$ cat config.mk
export PLATFORM = sky130hd
export DESIGN_NAME = peak_set_normalizer
export DESIGN_NICKNAME = d
export VERILOG_FILES = /design/src/rtl/psn_pkg.sv /design/src/rtl/psn_front.sv /design/src/rtl/psn_jobq.sv /design/src/rtl/psn_div.sv /design/src/rtl/psn_back.sv /design/src/rtl/peak_set_normalizer.sv
export SDC_FILE = /design/constraint.sdc
export NUM_CORES = 2
export LEC_CHECK = 0
export BUFFER_PORTS_ARGS = -buffer_cell sky130_fd_sc_hd__buf_2
export CELL_PAD_IN_SITES_DETAIL_PLACEMENT = 1
export CELL_PAD_IN_SITES_GLOBAL_PLACEMENT = 1
export CORE_ASPECT_RATIO = 1.1
export CORE_MARGIN = 2
export CORE_UTILIZATION = 45
export DETAILED_ROUTE_END_ITERATION = 12
export GPL_ROUTABILITY_DRIVEN = 1
export PLACE_DENSITY_LB_ADDON = 0.1
export SYNTH_ARGS = -nofsm -noshare
export SYNTH_HDL_FRONTEND = slang
export SYNTH_SLANG_ARGS = --single-unit
export TNS_END_PERCENT = 1
$ cat constraint.sdc
create_clock -name clk -period 3.1 [get_ports clk]
set_input_delay 0.31 -clock clk [delete_from_list [all_inputs] [get_ports clk]]
set_output_delay 0.31 -clock clk [all_outputs]
set_load 0.01 [all_outputs]
$ cat src/rtl/psn_pkg.sv
// peak set normalizer: shared widths, result kind codes, job and queue types
// and the back-end state type
// no dependencies
`default_nettype none

package psn_pkg;

	localparam int MAX_PEAKS = 16;

	localparam int POS_W = 16;
	localparam int VAL_W = 16;
	localparam int OUT_W = 32;
	localparam int KIND_W = 2;
	localparam int FRAC_W = 16;

	localparam int CNT_W = $clog2(MAX_PEAKS + 1);
	localparam int IDX_W = (MAX_PEAKS > 1) ? $clog2(MAX_PEAKS) : 1;
	localparam int ADDR_W = IDX_W + 1;
	localparam int DEPTH = 2 ** ADDR_W;
	localparam int SUM_W = VAL_W + $clog2(MAX_PEAKS);
	localparam int DVD_W = POS_W + FRAC_W;
	localparam int STEP_W = $clog2(DVD_W);

	localparam logic [KIND_W-1:0] KIND_WIN = 2'd0;
	localparam logic [KIND_W-1:0] KIND_POS = 2'd1;
	localparam logic [KIND_W-1:0] KIND_VAL = 2'd2;

	typedef struct packed {
		logic [POS_W-1:0] win;
		logic [SUM_W-1:0] sum;
		logic [CNT_W-1:0] n;
	} psn_job_t;

	typedef struct packed {
		logic full;
		logic empty;
		logic wr_slot;
		logic rd_slot;
	} psn_qstat_t;

	typedef enum logic [3:0] {
		B_IDLE,
		B_WIN,
		B_RD,
		B_LDP,
		B_DVP,
		B_OUTP,
		B_LDV,
		B_DVV,
		B_OUTV
	} psn_bstate_t;

endpackage

`default_nettype wire

$ cat src/rtl/psn_front.sv
// peak set normalizer front end: accepts peak words, fills the two-bank
// position and magnitude stores, tracks sum and best peak, posts a job per set
// depends on psn_pkg
`default_nettype none

module psn_front (
	input  wire logic                          clk,
	input  wire logic                          arst_n,
	input  wire logic                          in_valid,
	output logic                               in_stall,
	input  wire logic [psn_pkg::POS_W-1:0]     peak_pos,
	input  wire logic [psn_pkg::VAL_W-1:0]     peak_val,
	input  wire logic                          last_peak,
	input  wire psn_pkg::psn_qstat_t           qstat,
	output logic                               push,
	output psn_pkg::psn_job_t                  push_job,
	input  wire logic [psn_pkg::ADDR_W-1:0]    rd_addr,
	output logic [psn_pkg::POS_W-1:0]          rd_pos,
	output logic [psn_pkg::VAL_W-1:0]          rd_val
);

	logic [psn_pkg::POS_W-1:0] pos_mem [psn_pkg::DEPTH];
	logic [psn_pkg::VAL_W-1:0] val_mem [psn_pkg::DEPTH];
	logic [psn_pkg::POS_W-1:0] rd_pos_q;
	logic [psn_pkg::VAL_W-1:0] rd_val_q;

	logic [psn_pkg::SUM_W-1:0] sum_q;
	logic [psn_pkg::VAL_W-1:0] best_val_q;
	logic [psn_pkg::POS_W-1:0] best_pos_q;
	logic [psn_pkg::CNT_W-1:0] cnt_q;

	logic                      take;
	logic                      room;
	logic                      better;
	logic [psn_pkg::SUM_W-1:0] sum_d;
	logic [psn_pkg::VAL_W-1:0] best_val_d;
	logic [psn_pkg::POS_W-1:0] best_pos_d;
	logic [psn_pkg::CNT_W-1:0] cnt_d;
	logic [psn_pkg::ADDR_W-1:0] wr_addr;

	assign in_stall = qstat.full;
	assign take = in_valid && !in_stall;
	assign room = cnt_q < psn_pkg::CNT_W'(psn_pkg::MAX_PEAKS);
	assign better = room && ((cnt_q == '0) || (peak_val > best_val_q));
	assign wr_addr = {qstat.wr_slot, cnt_q[psn_pkg::IDX_W-1:0]};

	always_comb begin
		sum_d = sum_q;
		cnt_d = cnt_q;
		if (room) begin
			sum_d = sum_q + psn_pkg::SUM_W'(peak_val);
			cnt_d = cnt_q + psn_pkg::CNT_W'(1);
		end
		best_val_d = better ? peak_val : best_val_q;
		best_pos_d = better ? peak_pos : best_pos_q;
	end

	always_comb begin
		push = take && last_peak;
		push_job.win = (best_pos_d == '0) ? psn_pkg::POS_W'(1) : best_pos_d;
		push_job.sum = (sum_d == '0) ? psn_pkg::SUM_W'(1) : sum_d;
		push_job.n = cnt_d;
	end

	always_ff @(posedge clk or negedge arst_n) begin
		if (!arst_n) begin
			sum_q <= '0;
			best_val_q <= '0;
			best_pos_q <= '0;
			cnt_q <= '0;
		end else if (take) begin
			if (last_peak) begin
				sum_q <= '0;
				best_val_q <= '0;
				best_pos_q <= '0;
				cnt_q <= '0;
			end else begin
				sum_q <= sum_d;
				best_val_q <= best_val_d;
				best_pos_q <= best_pos_d;
				cnt_q <= cnt_d;
			end
		end
	end

	// peak stores, one bank per queue slot
	always_ff @(posedge clk) begin
		if (take && room) begin
			pos_mem[wr_addr] <= peak_pos;
			val_mem[wr_addr] <= peak_val;
		end
		rd_pos_q <= pos_mem[rd_addr];
		rd_val_q <= val_mem[rd_addr];
	end

	assign rd_pos = rd_pos_q;
	assign rd_val = rd_val_q;

endmodule

`default_nettype wire

$ cat src/rtl/psn_jobq.sv
// peak set normalizer job queue: two set descriptors between front and back,
// slot pointers double as store bank selects
// depends on psn_pkg
`default_nettype none

module psn_jobq (
	input  wire logic                 clk,
	input  wire logic                 arst_n,
	input  wire logic                 push,
	input  wire psn_pkg::psn_job_t    push_job,
	input  wire logic                 pop,
	output psn_pkg::psn_job_t         head,
	output psn_pkg::psn_qstat_t       qstat
);

	psn_pkg::psn_job_t slot_q [2];
	logic       wr_ptr_q;
	logic       rd_ptr_q;
	logic [1:0] cnt_q;

	always_ff @(posedge clk or negedge arst_n) begin
		if (!arst_n) begin
			wr_ptr_q <= 1'b0;
			rd_ptr_q <= 1'b0;
			cnt_q <= 2'd0;
		end else begin
			if (push)
				wr_ptr_q <= !wr_ptr_q;
			if (pop)
				rd_ptr_q <= !rd_ptr_q;
			unique case ({push, pop})
				2'b10:   cnt_q <= cnt_q + 2'd1;
				2'b01:   cnt_q <= cnt_q - 2'd1;
				default: cnt_q <= cnt_q;
			endcase
		end
	end

	always_ff @(posedge clk) begin
		if (push)
			slot_q[wr_ptr_q] <= push_job;
	end

	assign head = slot_q[rd_ptr_q];

	always_comb begin
		qstat.full = cnt_q == 2'd2;
		qstat.empty = cnt_q == 2'd0;
		qstat.wr_slot = wr_ptr_q;
		qstat.rd_slot = rd_ptr_q;
	end

endmodule

`default_nettype wire

$ cat src/rtl/psn_div.sv
// peak set normalizer serial divider: restoring, one quotient bit per cycle
// depends on psn_pkg
`default_nettype none

module psn_div (
	input  wire logic                          clk,
	input  wire logic                          arst_n,
	input  wire logic                          start,
	input  wire logic [psn_pkg::DVD_W-1:0]     dvd,
	input  wire logic [psn_pkg::SUM_W-1:0]     dvs,
	output logic [psn_pkg::DVD_W-1:0]          quo,
	output logic                               done
);

	logic [psn_pkg::DVD_W-1:0]  dvd_q;
	logic [psn_pkg::SUM_W-1:0]  rem_q;
	logic [psn_pkg::SUM_W-1:0]  dvs_q;
	logic [psn_pkg::STEP_W-1:0] step_q;
	logic                       busy_q;
	logic                       done_q;

	logic [psn_pkg::SUM_W:0] trial;
	logic [psn_pkg::SUM_W:0] diff;
	logic                    ge;

	assign trial = {rem_q, dvd_q[psn_pkg::DVD_W-1]};
	assign ge = trial >= {1'b0, dvs_q};
	assign diff = trial - {1'b0, dvs_q};

	always_ff @(posedge clk or negedge arst_n) begin
		if (!arst_n) begin
			busy_q <= 1'b0;
			done_q <= 1'b0;
			step_q <= '0;
		end else begin
			done_q <= 1'b0;
			if (start) begin
				busy_q <= 1'b1;
				step_q <= '0;
			end else if (busy_q) begin
				step_q <= step_q + psn_pkg::STEP_W'(1);
				if (step_q == psn_pkg::STEP_W'(psn_pkg::DVD_W - 1)) begin
					busy_q <= 1'b0;
					done_q <= 1'b1;
				end
			end
		end
	end

	// remainder stays below the divisor, so it fits the divisor width
	always_ff @(posedge clk) begin
		if (start) begin
			dvd_q <= dvd;
			rem_q <= '0;
			dvs_q <= dvs;
		end else if (busy_q) begin
			rem_q <= ge ? diff[psn_pkg::SUM_W-1:0] : trial[psn_pkg::SUM_W-1:0];
			dvd_q <= {dvd_q[psn_pkg::DVD_W-2:0], ge};
		end
	end

	assign quo = dvd_q;
	assign done = done_q;

endmodule

`default_nettype wire

$ cat src/rtl/psn_back.sv
// peak set normalizer back end: walks one stored set, runs both quotients per
// peak through the serial divider, holds the result word register
// depends on psn_pkg and psn_div
`default_nettype none

module psn_back (
	input  wire logic                          clk,
	input  wire logic                          arst_n,
	input  wire psn_pkg::psn_job_t             head,
	input  wire psn_pkg::psn_qstat_t           qstat,
	output logic                               pop,
	output logic [psn_pkg::ADDR_W-1:0]         rd_addr,
	input  wire logic [psn_pkg::POS_W-1:0]     rd_pos,
	input  wire logic [psn_pkg::VAL_W-1:0]     rd_val,
	output logic                               out_valid,
	input  wire logic                          out_stall,
	output logic [psn_pkg::OUT_W-1:0]          out_value,
	output logic [psn_pkg::KIND_W-1:0]         out_kind,
	output logic                               out_last
);

	psn_pkg::psn_bstate_t state_q, state_d;
	logic [psn_pkg::CNT_W-1:0]  idx_q;
	logic                       out_valid_q;
	logic [psn_pkg::OUT_W-1:0]  out_value_q;
	logic [psn_pkg::KIND_W-1:0] out_kind_q;
	logic                       out_last_q;

	logic                       out_free;
	logic                       emit;
	logic [psn_pkg::OUT_W-1:0]  emit_value;
	logic [psn_pkg::KIND_W-1:0] emit_kind;
	logic                       emit_last;
	logic                       idx_clr;
	logic                       idx_inc;
	logic                       div_start;
	logic [psn_pkg::DVD_W-1:0]  div_dvd;
	logic [psn_pkg::SUM_W-1:0]  div_dvs;
	logic [psn_pkg::DVD_W-1:0]  div_quo;
	logic                       div_done;
	logic                       set_end;

	psn_div u_div (
		.clk    (clk),
		.arst_n (arst_n),
		.start  (div_start),
		.dvd    (div_dvd),
		.dvs    (div_dvs),
		.quo    (div_quo),
		.done   (div_done)
	);

	assign out_free = !out_valid_q || !out_stall;
	assign rd_addr = {qstat.rd_slot, idx_q[psn_pkg::IDX_W-1:0]};
	assign set_end = (idx_q + psn_pkg::CNT_W'(1)) == head.n;

	always_comb begin
		state_d = state_q;
		emit = 1'b0;
		emit_value = div_quo;
		emit_kind = psn_pkg::KIND_POS;
		emit_last = 1'b0;
		idx_clr = 1'b0;
		idx_inc = 1'b0;
		div_start = 1'b0;
		div_dvd = {rd_pos, psn_pkg::FRAC_W'(0)};
		div_dvs = psn_pkg::SUM_W'(head.win);
		pop = 1'b0;
		unique case (state_q)
			psn_pkg::B_IDLE: begin
				if (!qstat.empty) begin
					idx_clr = 1'b1;
					state_d = psn_pkg::B_WIN;
				end
			end
			psn_pkg::B_WIN: begin
				if (out_free) begin
					emit = 1'b1;
					emit_value = {head.win, psn_pkg::FRAC_W'(0)};
					emit_kind = psn_pkg::KIND_WIN;
					emit_last = head.n == '0;
					if (head.n == '0) begin
						pop = 1'b1;
						state_d = psn_pkg::B_IDLE;
					end else begin
						state_d = psn_pkg::B_RD;
					end
				end
			end
			psn_pkg::B_RD: begin
				state_d = psn_pkg::B_LDP;
			end
			psn_pkg::B_LDP: begin
				div_start = 1'b1;
				state_d = psn_pkg::B_DVP;
			end
			psn_pkg::B_DVP: begin
				if (div_done)
					state_d = psn_pkg::B_OUTP;
			end
			psn_pkg::B_OUTP: begin
				if (out_free) begin
					emit = 1'b1;
					state_d = psn_pkg::B_LDV;
				end
			end
			psn_pkg::B_LDV: begin
				div_start = 1'b1;
				div_dvd = {rd_val, psn_pkg::FRAC_W'(0)};
				div_dvs = head.sum;
				state_d = psn_pkg::B_DVV;
			end
			psn_pkg::B_DVV: begin
				if (div_done)
					state_d = psn_pkg::B_OUTV;
			end
			psn_pkg::B_OUTV: begin
				if (out_free) begin
					emit = 1'b1;
					emit_kind = psn_pkg::KIND_VAL;
					emit_last = set_end;
					if (set_end) begin
						pop = 1'b1;
						state_d = psn_pkg::B_IDLE;
					end else begin
						idx_inc = 1'b1;
						state_d = psn_pkg::B_RD;
					end
				end
			end
			default: begin
				state_d = psn_pkg::B_IDLE;
			end
		endcase
	end

	always_ff @(posedge clk or negedge arst_n) begin
		if (!arst_n) begin
			state_q <= psn_pkg::B_IDLE;
			idx_q <= '0;
			out_valid_q <= 1'b0;
		end else begin
			state_q <= state_d;
			if (idx_clr)
				idx_q <= '0;
			else if (idx_inc)
				idx_q <= idx_q + psn_pkg::CNT_W'(1);
			if (emit)
				out_valid_q <= 1'b1;
			else if (!out_stall)
				out_valid_q <= 1'b0;
		end
	end

	always_ff @(posedge clk) begin
		if (emit) begin
			out_value_q <= emit_value;
			out_kind_q <= emit_kind;
			out_last_q <= emit_last;
		end
	end

	assign out_valid = out_valid_q;
	assign out_value = out_value_q;
	assign out_kind = out_kind_q;
	assign out_last = out_last_q;

endmodule

`default_nettype wire

$ cat src/rtl/peak_set_normalizer.sv
// peak set normalizer top level: front end, job queue and back end
// depends on psn_pkg, psn_front, psn_jobq, psn_back
//
//   port group   handshake             word
//   peak in      in_valid / in_stall   peak_pos, peak_val, last_peak
//   result out   out_valid / out_stall out_value, out_kind, out_last
//
// a peak word is taken while in_valid is high and in_stall is low; stores are two
// banks, one per queued set; each stored peak is read, then loaded, divided on the
// one serial divider and output once for its position and once for its magnitude
// a set adds the idle and winning position states; with the back end idle the
// winning position word passes the queue count, back-end state and result register
// in_stall is high while the queue holds two sets, the one in the back end included
// out_stall holds the result register; the back end waits at its next word
// reset clears counters, queue pointers and output valid; stores are not cleared
`default_nettype none

module peak_set_normalizer (
	input  wire logic                          clk,
	input  wire logic                          arst_n,
	input  wire logic                          in_valid,
	output logic                               in_stall,
	input  wire logic [psn_pkg::POS_W-1:0]     peak_pos,
	input  wire logic [psn_pkg::VAL_W-1:0]     peak_val,
	input  wire logic                          last_peak,
	output logic                               out_valid,
	input  wire logic                          out_stall,
	output logic [psn_pkg::OUT_W-1:0]          out_value,
	output logic [psn_pkg::KIND_W-1:0]         out_kind,
	output logic                               out_last
);

	psn_pkg::psn_qstat_t        qstat;
	psn_pkg::psn_job_t          push_job;
	psn_pkg::psn_job_t          head;
	logic                       push;
	logic                       pop;
	logic [psn_pkg::ADDR_W-1:0] rd_addr;
	logic [psn_pkg::POS_W-1:0]  rd_pos;
	logic [psn_pkg::VAL_W-1:0]  rd_val;

	psn_front u_front (
		.clk       (clk),
		.arst_n    (arst_n),
		.in_valid  (in_valid),
		.in_stall  (in_stall),
		.peak_pos  (peak_pos),
		.peak_val  (peak_val),
		.last_peak (last_peak),
		.qstat     (qstat),
		.push      (push),
		.push_job  (push_job),
		.rd_addr   (rd_addr),
		.rd_pos    (rd_pos),
		.rd_val    (rd_val)
	);

	psn_jobq u_jobq (
		.clk      (clk),
		.arst_n   (arst_n),
		.push     (push),
		.push_job (push_job),
		.pop      (pop),
		.head     (head),
		.qstat    (qstat)
	);

	psn_back u_back (
		.clk       (clk),
		.arst_n    (arst_n),
		.head      (head),
		.qstat     (qstat),
		.pop       (pop),
		.rd_addr   (rd_addr),
		.rd_pos    (rd_pos),
		.rd_val    (rd_val),
		.out_valid (out_valid),
		.out_stall (out_stall),
		.out_value (out_value),
		.out_kind  (out_kind),
		.out_last  (out_last)
	);

endmodule

`default_nettype wire

# --- Yosys cells after proc, flatten, opt, wreduce, memory -nomap -nowiden ---
# Memory sizes are Yosys's and may differ from the RTL's. A register that Yosys moved wholly into a read port is not among the register bits.
# Index checks and enable logic that the tools add are counted.
# Widths: inputs -> output; s select.
word_totals:
  memories: 3
  ram_bits: 1106
  output_inout_bits: 37
  word_cells: 140
  inputBits: 37
  ff_bits: 185
mem_list:
  columns: ["memory", "depth", "word_bits", "read_ports", "rd_clocked_by_memory_dff", "write_ports", "line_no", "source"]
  rows:
  - ["u_front.pos_mem", 32, 16, 1, 1, 1, "psn_front.sv:22", "logic [psn_pkg::POS_W-1:0] pos_mem [psn_pkg::DEPTH];"]
  - ["u_front.val_mem", 32, 16, 1, 1, 1, "psn_front.sv:23", "logic [psn_pkg::VAL_W-1:0] val_mem [psn_pkg::DEPTH];"]
  - ["u_jobq.slot_q", 2, 41, 1, 0, 1, "psn_jobq.sv:16", "psn_pkg::psn_job_t slot_q [2];"]
classes:
  n_eq_ne: 20
  reduce_logical: 25
  addsub: 7
  magnitude_cmp: 3
  muxes: 62
ops:
  columns: ["op", "n"]
  rows:
  - ["$mux 32", 5]
  - ["$mux 16", 6]
  - ["$mux 20", 4]
  - ["$pmux 4 s9", 1]
  - ["$mux 5", 6]
  - ["$mux 1", 27]
  - ["$mux 4", 6]
  - ["$ge 21x20->1", 1]
  - ["$add 20x16->20", 1]
  - ["$logic_not 20->1", 1]
  - ["$sub 20x20->20", 1]
  - ["$eq 4x3->1 const B", 4]
  - ["$gt 16x16->1", 1]
  - ["$logic_not 16->1", 1]
  - ["$add 5x1->5 const B", 3]
  - ["$logic_not 5->1", 2]
  - ["$eq 4x2->1 const B", 2]
  - ["$ne 2x1->1 const B", 4]
  - ["$pmux 2 s2", 2]
  - ["$reduce_bool 2->1", 4]
  - ["$mux 2", 3]
  - ["$ne 2x2->1 const B", 3]
  - ["$reduce_and 6->1", 1]
  - ["$eq 5x5->1", 1]
  - ["17 further kinds", 27]

# --- Depth between registers and ports, before layout ---
depth:
  word_depth: 7
  ltp_mapped: 12

# --- Cells and area by module ---
# Synthesis repeated with hierarchy kept, for this count alone.
unflattened:
  cells_unflattened: 2714
  area_unflattened_um2: 53931.7
modules_own_cells:
  columns: ["mod", "area_each_um2", "instances", "cells_each"]
  rows:
  - ["psn_front", 43765.7, 1, 1992]
  - ["psn_div", 4296.6, 1, 377]
  - ["psn_jobq", 3360.7, 1, 146]
  - ["psn_back", 2508.7, 1, 199]

# --- Worst setup path before layout ---
# No wires, ideal clock.
synth_path:
  path_type: "register to register"
  startpoint: "reg u_jobq.cnt_q[0]"
  endpoint: "mem u_jobq.slot_q[0][0] in the netlist's numbering (enable)"
  stages_incl_launch_ff: 6
  setup_slack_ns: -0.057
  synth_period_minus_slack_ns: 3.157
  arrival_ns: 2.717
  setup_ns: 0.439
  cell_sequence: "dfrtp_1 -> nand2b_1 -> and2_1 -> clkbuf_1 -> nand2_1 -> nor2_1"
synth_between:
  elab_chain_len: 6
synth_lines:
  columns: ["item", "line_no", "source"]
  rows:
  - ["from (decl)", "psn_jobq.sv:19", "logic [1:0] cnt_q;"]
  - ["from (signal assigned)", "psn_jobq.sv:32", "2'b10: cnt_q <= cnt_q + 2'd1;"]
  - ["from (signal assigned)", "psn_jobq.sv:33", "2'b01: cnt_q <= cnt_q - 2'd1;"]
  - ["from (signal assigned)", "psn_jobq.sv:34", "default: cnt_q <= cnt_q;"]
  - ["$eq 2x2->1", "psn_jobq.sv:47", "qstat.full = cnt_q == 2'd2;"]
  - ["$logic_not 1->1", "psn_front.sv:42", "assign take = in_valid && !in_stall;"]
  - ["$logic_and 1x1->1", "psn_front.sv:42", null]
  - ["$logic_and 1x1->1", "psn_front.sv:59", "push = take && last_peak;"]
  - ["$mux 1", "psn_jobq.sv:40", "if (push)"]
  - ["$mux 1 (implied by the code)", "psn_jobq.sv:41", "slot_q[wr_ptr_q] <= push_job;"]
  - ["to (decl)", "psn_jobq.sv:16", null]
# No other way between the ends.

==> results.md <==
* Status: finished with violations
* Failing checks: negative setup slack
* Pwr Total at 52.7 mW
* Distinct cell type count after synthesis at 73
* Required @ worst endpoint at ~3.7 ns
* Slew margin rel. at 0.294
* Largest net degree at the start of global routing at between 70 and 80
* Maximum fanout along the worst path at 3
* Syn. warnings at 0
* Wirelength per Cell at approximately 32 microns
* Post-Route Setup TNS at -0.199 ns
* 1st-pass router iterations at 5
* Multi-input logic area at 14000 sq um
* Hold slack at 0.0834 ns
* Synth area leaders: edfxtp_1, mux4_2, dfrtp_1, dfxtp_1, ha_1
* LEAKAGE at 20.8 nW
* Initial Util at 0.452
* Die Y at 364 microns
* Clock latency on the worst-skew pair at 0.79 ns
* Total wire length at about 150000 microns
* CP endpoint kind: flip-flop
* Ports at 74
* Finished Cell Area at just over 60000 sq um
* Worst Hold Path EP: u_front.best_val_q[5]
* DRT iter0 DRCs at between 2000 and 3000
* Top-area cell type share of the netlist area at 0.674
* # setup viols final at 2
* Critical R2R Launch: u_front.sum_q[0]
* Final Skew at between 0.02 and 0.03 ns
* Syn_nets at around 2800
* Dpl cell area at between 50000 and 60000 sq um
* Clock-pin slew on the worst setup and hold paths at about 0.070 ns
* Syn Inst Count at ~2700
* Total track usage at 0.253
* Core ar. at ~120000 sq um
* Register area share after synthesis at 0.731
* Max Slew Vio Count at 0
* Tmin final at between 3 and 4 ns
* Worst path arrival time at approximately 3.8 ns
* Die ar. at 121000 sq um
* Area growth, synth to finish at 17.3%
* CTS sink cnt at approximately 1300
* Antenna Nets Post-Route at 0
* Post-synth top flop: edfxtp_1
* Dominant cell type by area after synthesis: edfxtp_1
* First-pass GRT wire length at around 220000 microns
* Final nets at about 3200
* CP Class: reg2reg
* Slack of the worst reg-to-reg path at -0.10 ns
* EDFF count, synth at between 1000 and 1500
* Initial antenna violation count at 7
* RSZ-0062 raised after global routing: true
* Vias in the first global route at 30100
* Worst flop-to-flop path endpoint: u_jobq.slot_q[0][5]
* Max-cap violations at 0
* FFs w/ async S/R, synth at 0.0590
* Filler Cell Count at about 10000
* RePlAce Congestion at roughly 0.9
* FMAX at about 0.31 GHz
* FF/Latch Area at slightly below 40000 sq um
* Final Hold Viols at 0
* Final design utilization at 0.531
* Crit start category: flip-flop
* Cts bufs inserted at approximately 140
* Syn avg cell area at between 15 and 20 sq um
* Drt drc at 0
* Core Rows at between 100 and 150
* Final worst slack at -0.102 ns
* Worst Hold Path Cells at 3
* Max VDD drop at approximately 0.00049 V
* Via count at 28200
* Worst R2R Path Depth at 12
* Worst hold path class: in2reg
* Grt total ovfl at 0
* Pwr dens at roughly 850 nW/um^2
* DP Wirelength at between 90000 and 100000 microns
* Vias per cell at about 5.9
* Layout cells sized above 1 at 0.314
* Yosys reg bits at around 1300
* Synth Cell Area at about 53000 sq um
* Worst-margin pin slew at between 1 and 1.5 ns
* Fin crit share at 1.03
* CTS max path bufs at 3
* Hold Path Origin: peak_val[5]
* TritonCTS clock tree: done
* Clock root buffer: clkbuf_16
* CTS HTree Levels at 4
* Buffers on Ports at 73
* Chip width at between 300 and 400 microns
==> registers in the layout, summed over array words and instances (netlist names), 2 cells and up <==
name	count
u_back.u_div.rem_q	20
u_back.state_q	4
u_back.out_value	32
u_back.out_kind	2
u_jobq.slot_q	82
u_front.sum_q	20
u_back.u_div.dvs_q	20
u_back.u_div.quo	32
u_front.best_val_q	16
u_front.rd_val	16
u_front.cnt_q	5
u_back.u_div.step_q	5
u_back.idx_q	5
u_front.val_mem	512
u_front.rd_pos	16
u_front.pos_mem	512
u_jobq.cnt_q	2
u_front.best_pos_q	16
==> worst max-delay path: stages (launching register included) <==
cell and delay [ns]:
dfrtp_1 0.41, ha_4 0.19, buf_6 0.12, a211oi_4 0.22, o31a_1 0.27, buf_4 0.15
or3_4 0.10, o211ai_1 0.10, a2111oi_2 0.31, nand3_1 0.15, a211o_1 0.25, or4_4 0.56
o31ai_4 0.21
==> cells in the final DEF (no fill, tap or decap), drive strengths merged, types with 5 or more instances in the layout <==
cell type    netlist  final
inv               58     65
o21ai            100    100
buf               37    330
a22o              14     14
and3               8      8
and2              35     35
edfxtp          1193   1193
dfxtp             52     52
mux2i             48     48
xnor2             32     32
o31ai              5      5
nand2            127    127
clkinv             0     49
nand2b             6      6
nor4               9      9
nand3b             7      7
a211oi             7      7
dlygate4sd3        0      6
xor2              17     17
mux2              52     52
nor2             102    102
a22oi             33     33
nor3              14     14
mux4             336    336
dfrtp             78     78
nor2b             11     11
o21a               8      8
a31oi             25     25
ha                60     60
a21oi             55     55
a21o              11     11
nand3             16     16
o22ai             18     18
or3                6      6
clkbuf           105    197
nand4             14     14
==> metrics by stage <==
step	std cells	worst slack (ns)
2_1_floorplan	2747	-0.0520
3_3_place_gp	4466	-0.470
3_5_place_dp	4466	-0.488
4_1_cts	4739	-0.0753
5_1_grt	4741	-0.178
6_report	4743	-0.102
==> synthesized netlist by cell type (8+ instances only) <==
master and n:
a21o_1 11, a21oi_1 54, a22o_1 14, a22oi_1 33, a31oi_1 25, and2_1 35, and3_1 8, buf_1 30
clkbuf_1 105, dfrtp_1 78, dfxtp_1 52, edfxtp_1 1193, ha_1 60, inv_1 57, mux2_2 52, mux2i_1 48
mux4_2 336, nand2_1 126, nand3_1 16, nand4_1 13, nor2_1 102, nor2b_1 11, nor3_1 14, nor4_1 9
o21ai_0 98, o22ai_1 18, xnor2_1 32, xor2_1 17
==> final cells by class <==
type | count | share of cell area
clock buffer | 197 | 0.0617
timing repair buffer | 336 | 0.0467
inverter | 58 | 0.00349
clock inverter | 62 | 0.00907
multi-input combinational | 1224 | 0.225
sequential | 1323 | 0.623
tap | 1541 | 0.0309
antenna | 2 | 0.0000803
==> where the power goes <==
group	switching, mW	internal, mW	total, mW
clock network	7.11	8.95	16.1
registers	1.16	21.7	22.9
logic	7.57	6.22	13.8
total	15.8	36.9	52.7
==> cell families after synthesis <==
logic type	after synthesis	share of synthesized area
adder cells (fa/ha/maj)	62	0.0149
XOR/XNOR	49	0.00808
AO/OA/AOI/OAI	305	0.0362
AND/OR/NAND/NOR	372	0.0333
multiplexers	436	0.162
buffers and inverters	200	0.0145
flip-flops	1323	0.731
==> worst max-delay path by stage <==
stage,to,slack [ns],startpoint,cells after the start
after global routing,u_jobq.slot_q[0][5],-0.18,u_front.sum_q[0],13
after CTS,u_jobq.slot_q[0][5],-0.08,u_front.sum_q[0],11
after detailed placement,u_jobq.slot_q[1][5],-0.49,peak_val[0],12
after floorplan,u_back.out_kind[0],-0.05,u_back.state_q[3],4
final,u_jobq.slot_q[0][5],-0.10,u_front.sum_q[0],12
after global placement,u_jobq.slot_q[0][5],-0.47,peak_val[0],12
==> routing by layer <==
metal	wire, microns	GRT usage	vias to the layer above
met4	3200	0.0679	2
li1	-	-	11800
met2	75700	0.429	850
met5	10	0	-
met1	64000	0.345	15300
met3	7720	0.0364	186
==> what timing repair did <==
action | 4_1_cts | 5_1_grt
endpoints found under the hold margin | 77 | 0
setup endpoints to repair | 11 | 74
buffers inserted | 8 | 2
pin swaps | 9 | 18
cloned | 0 | 0
gates resized for setup | 23 | 20
hold buffers | 6 | 0
Note: power is estimated with default switching activity, not from simulation.
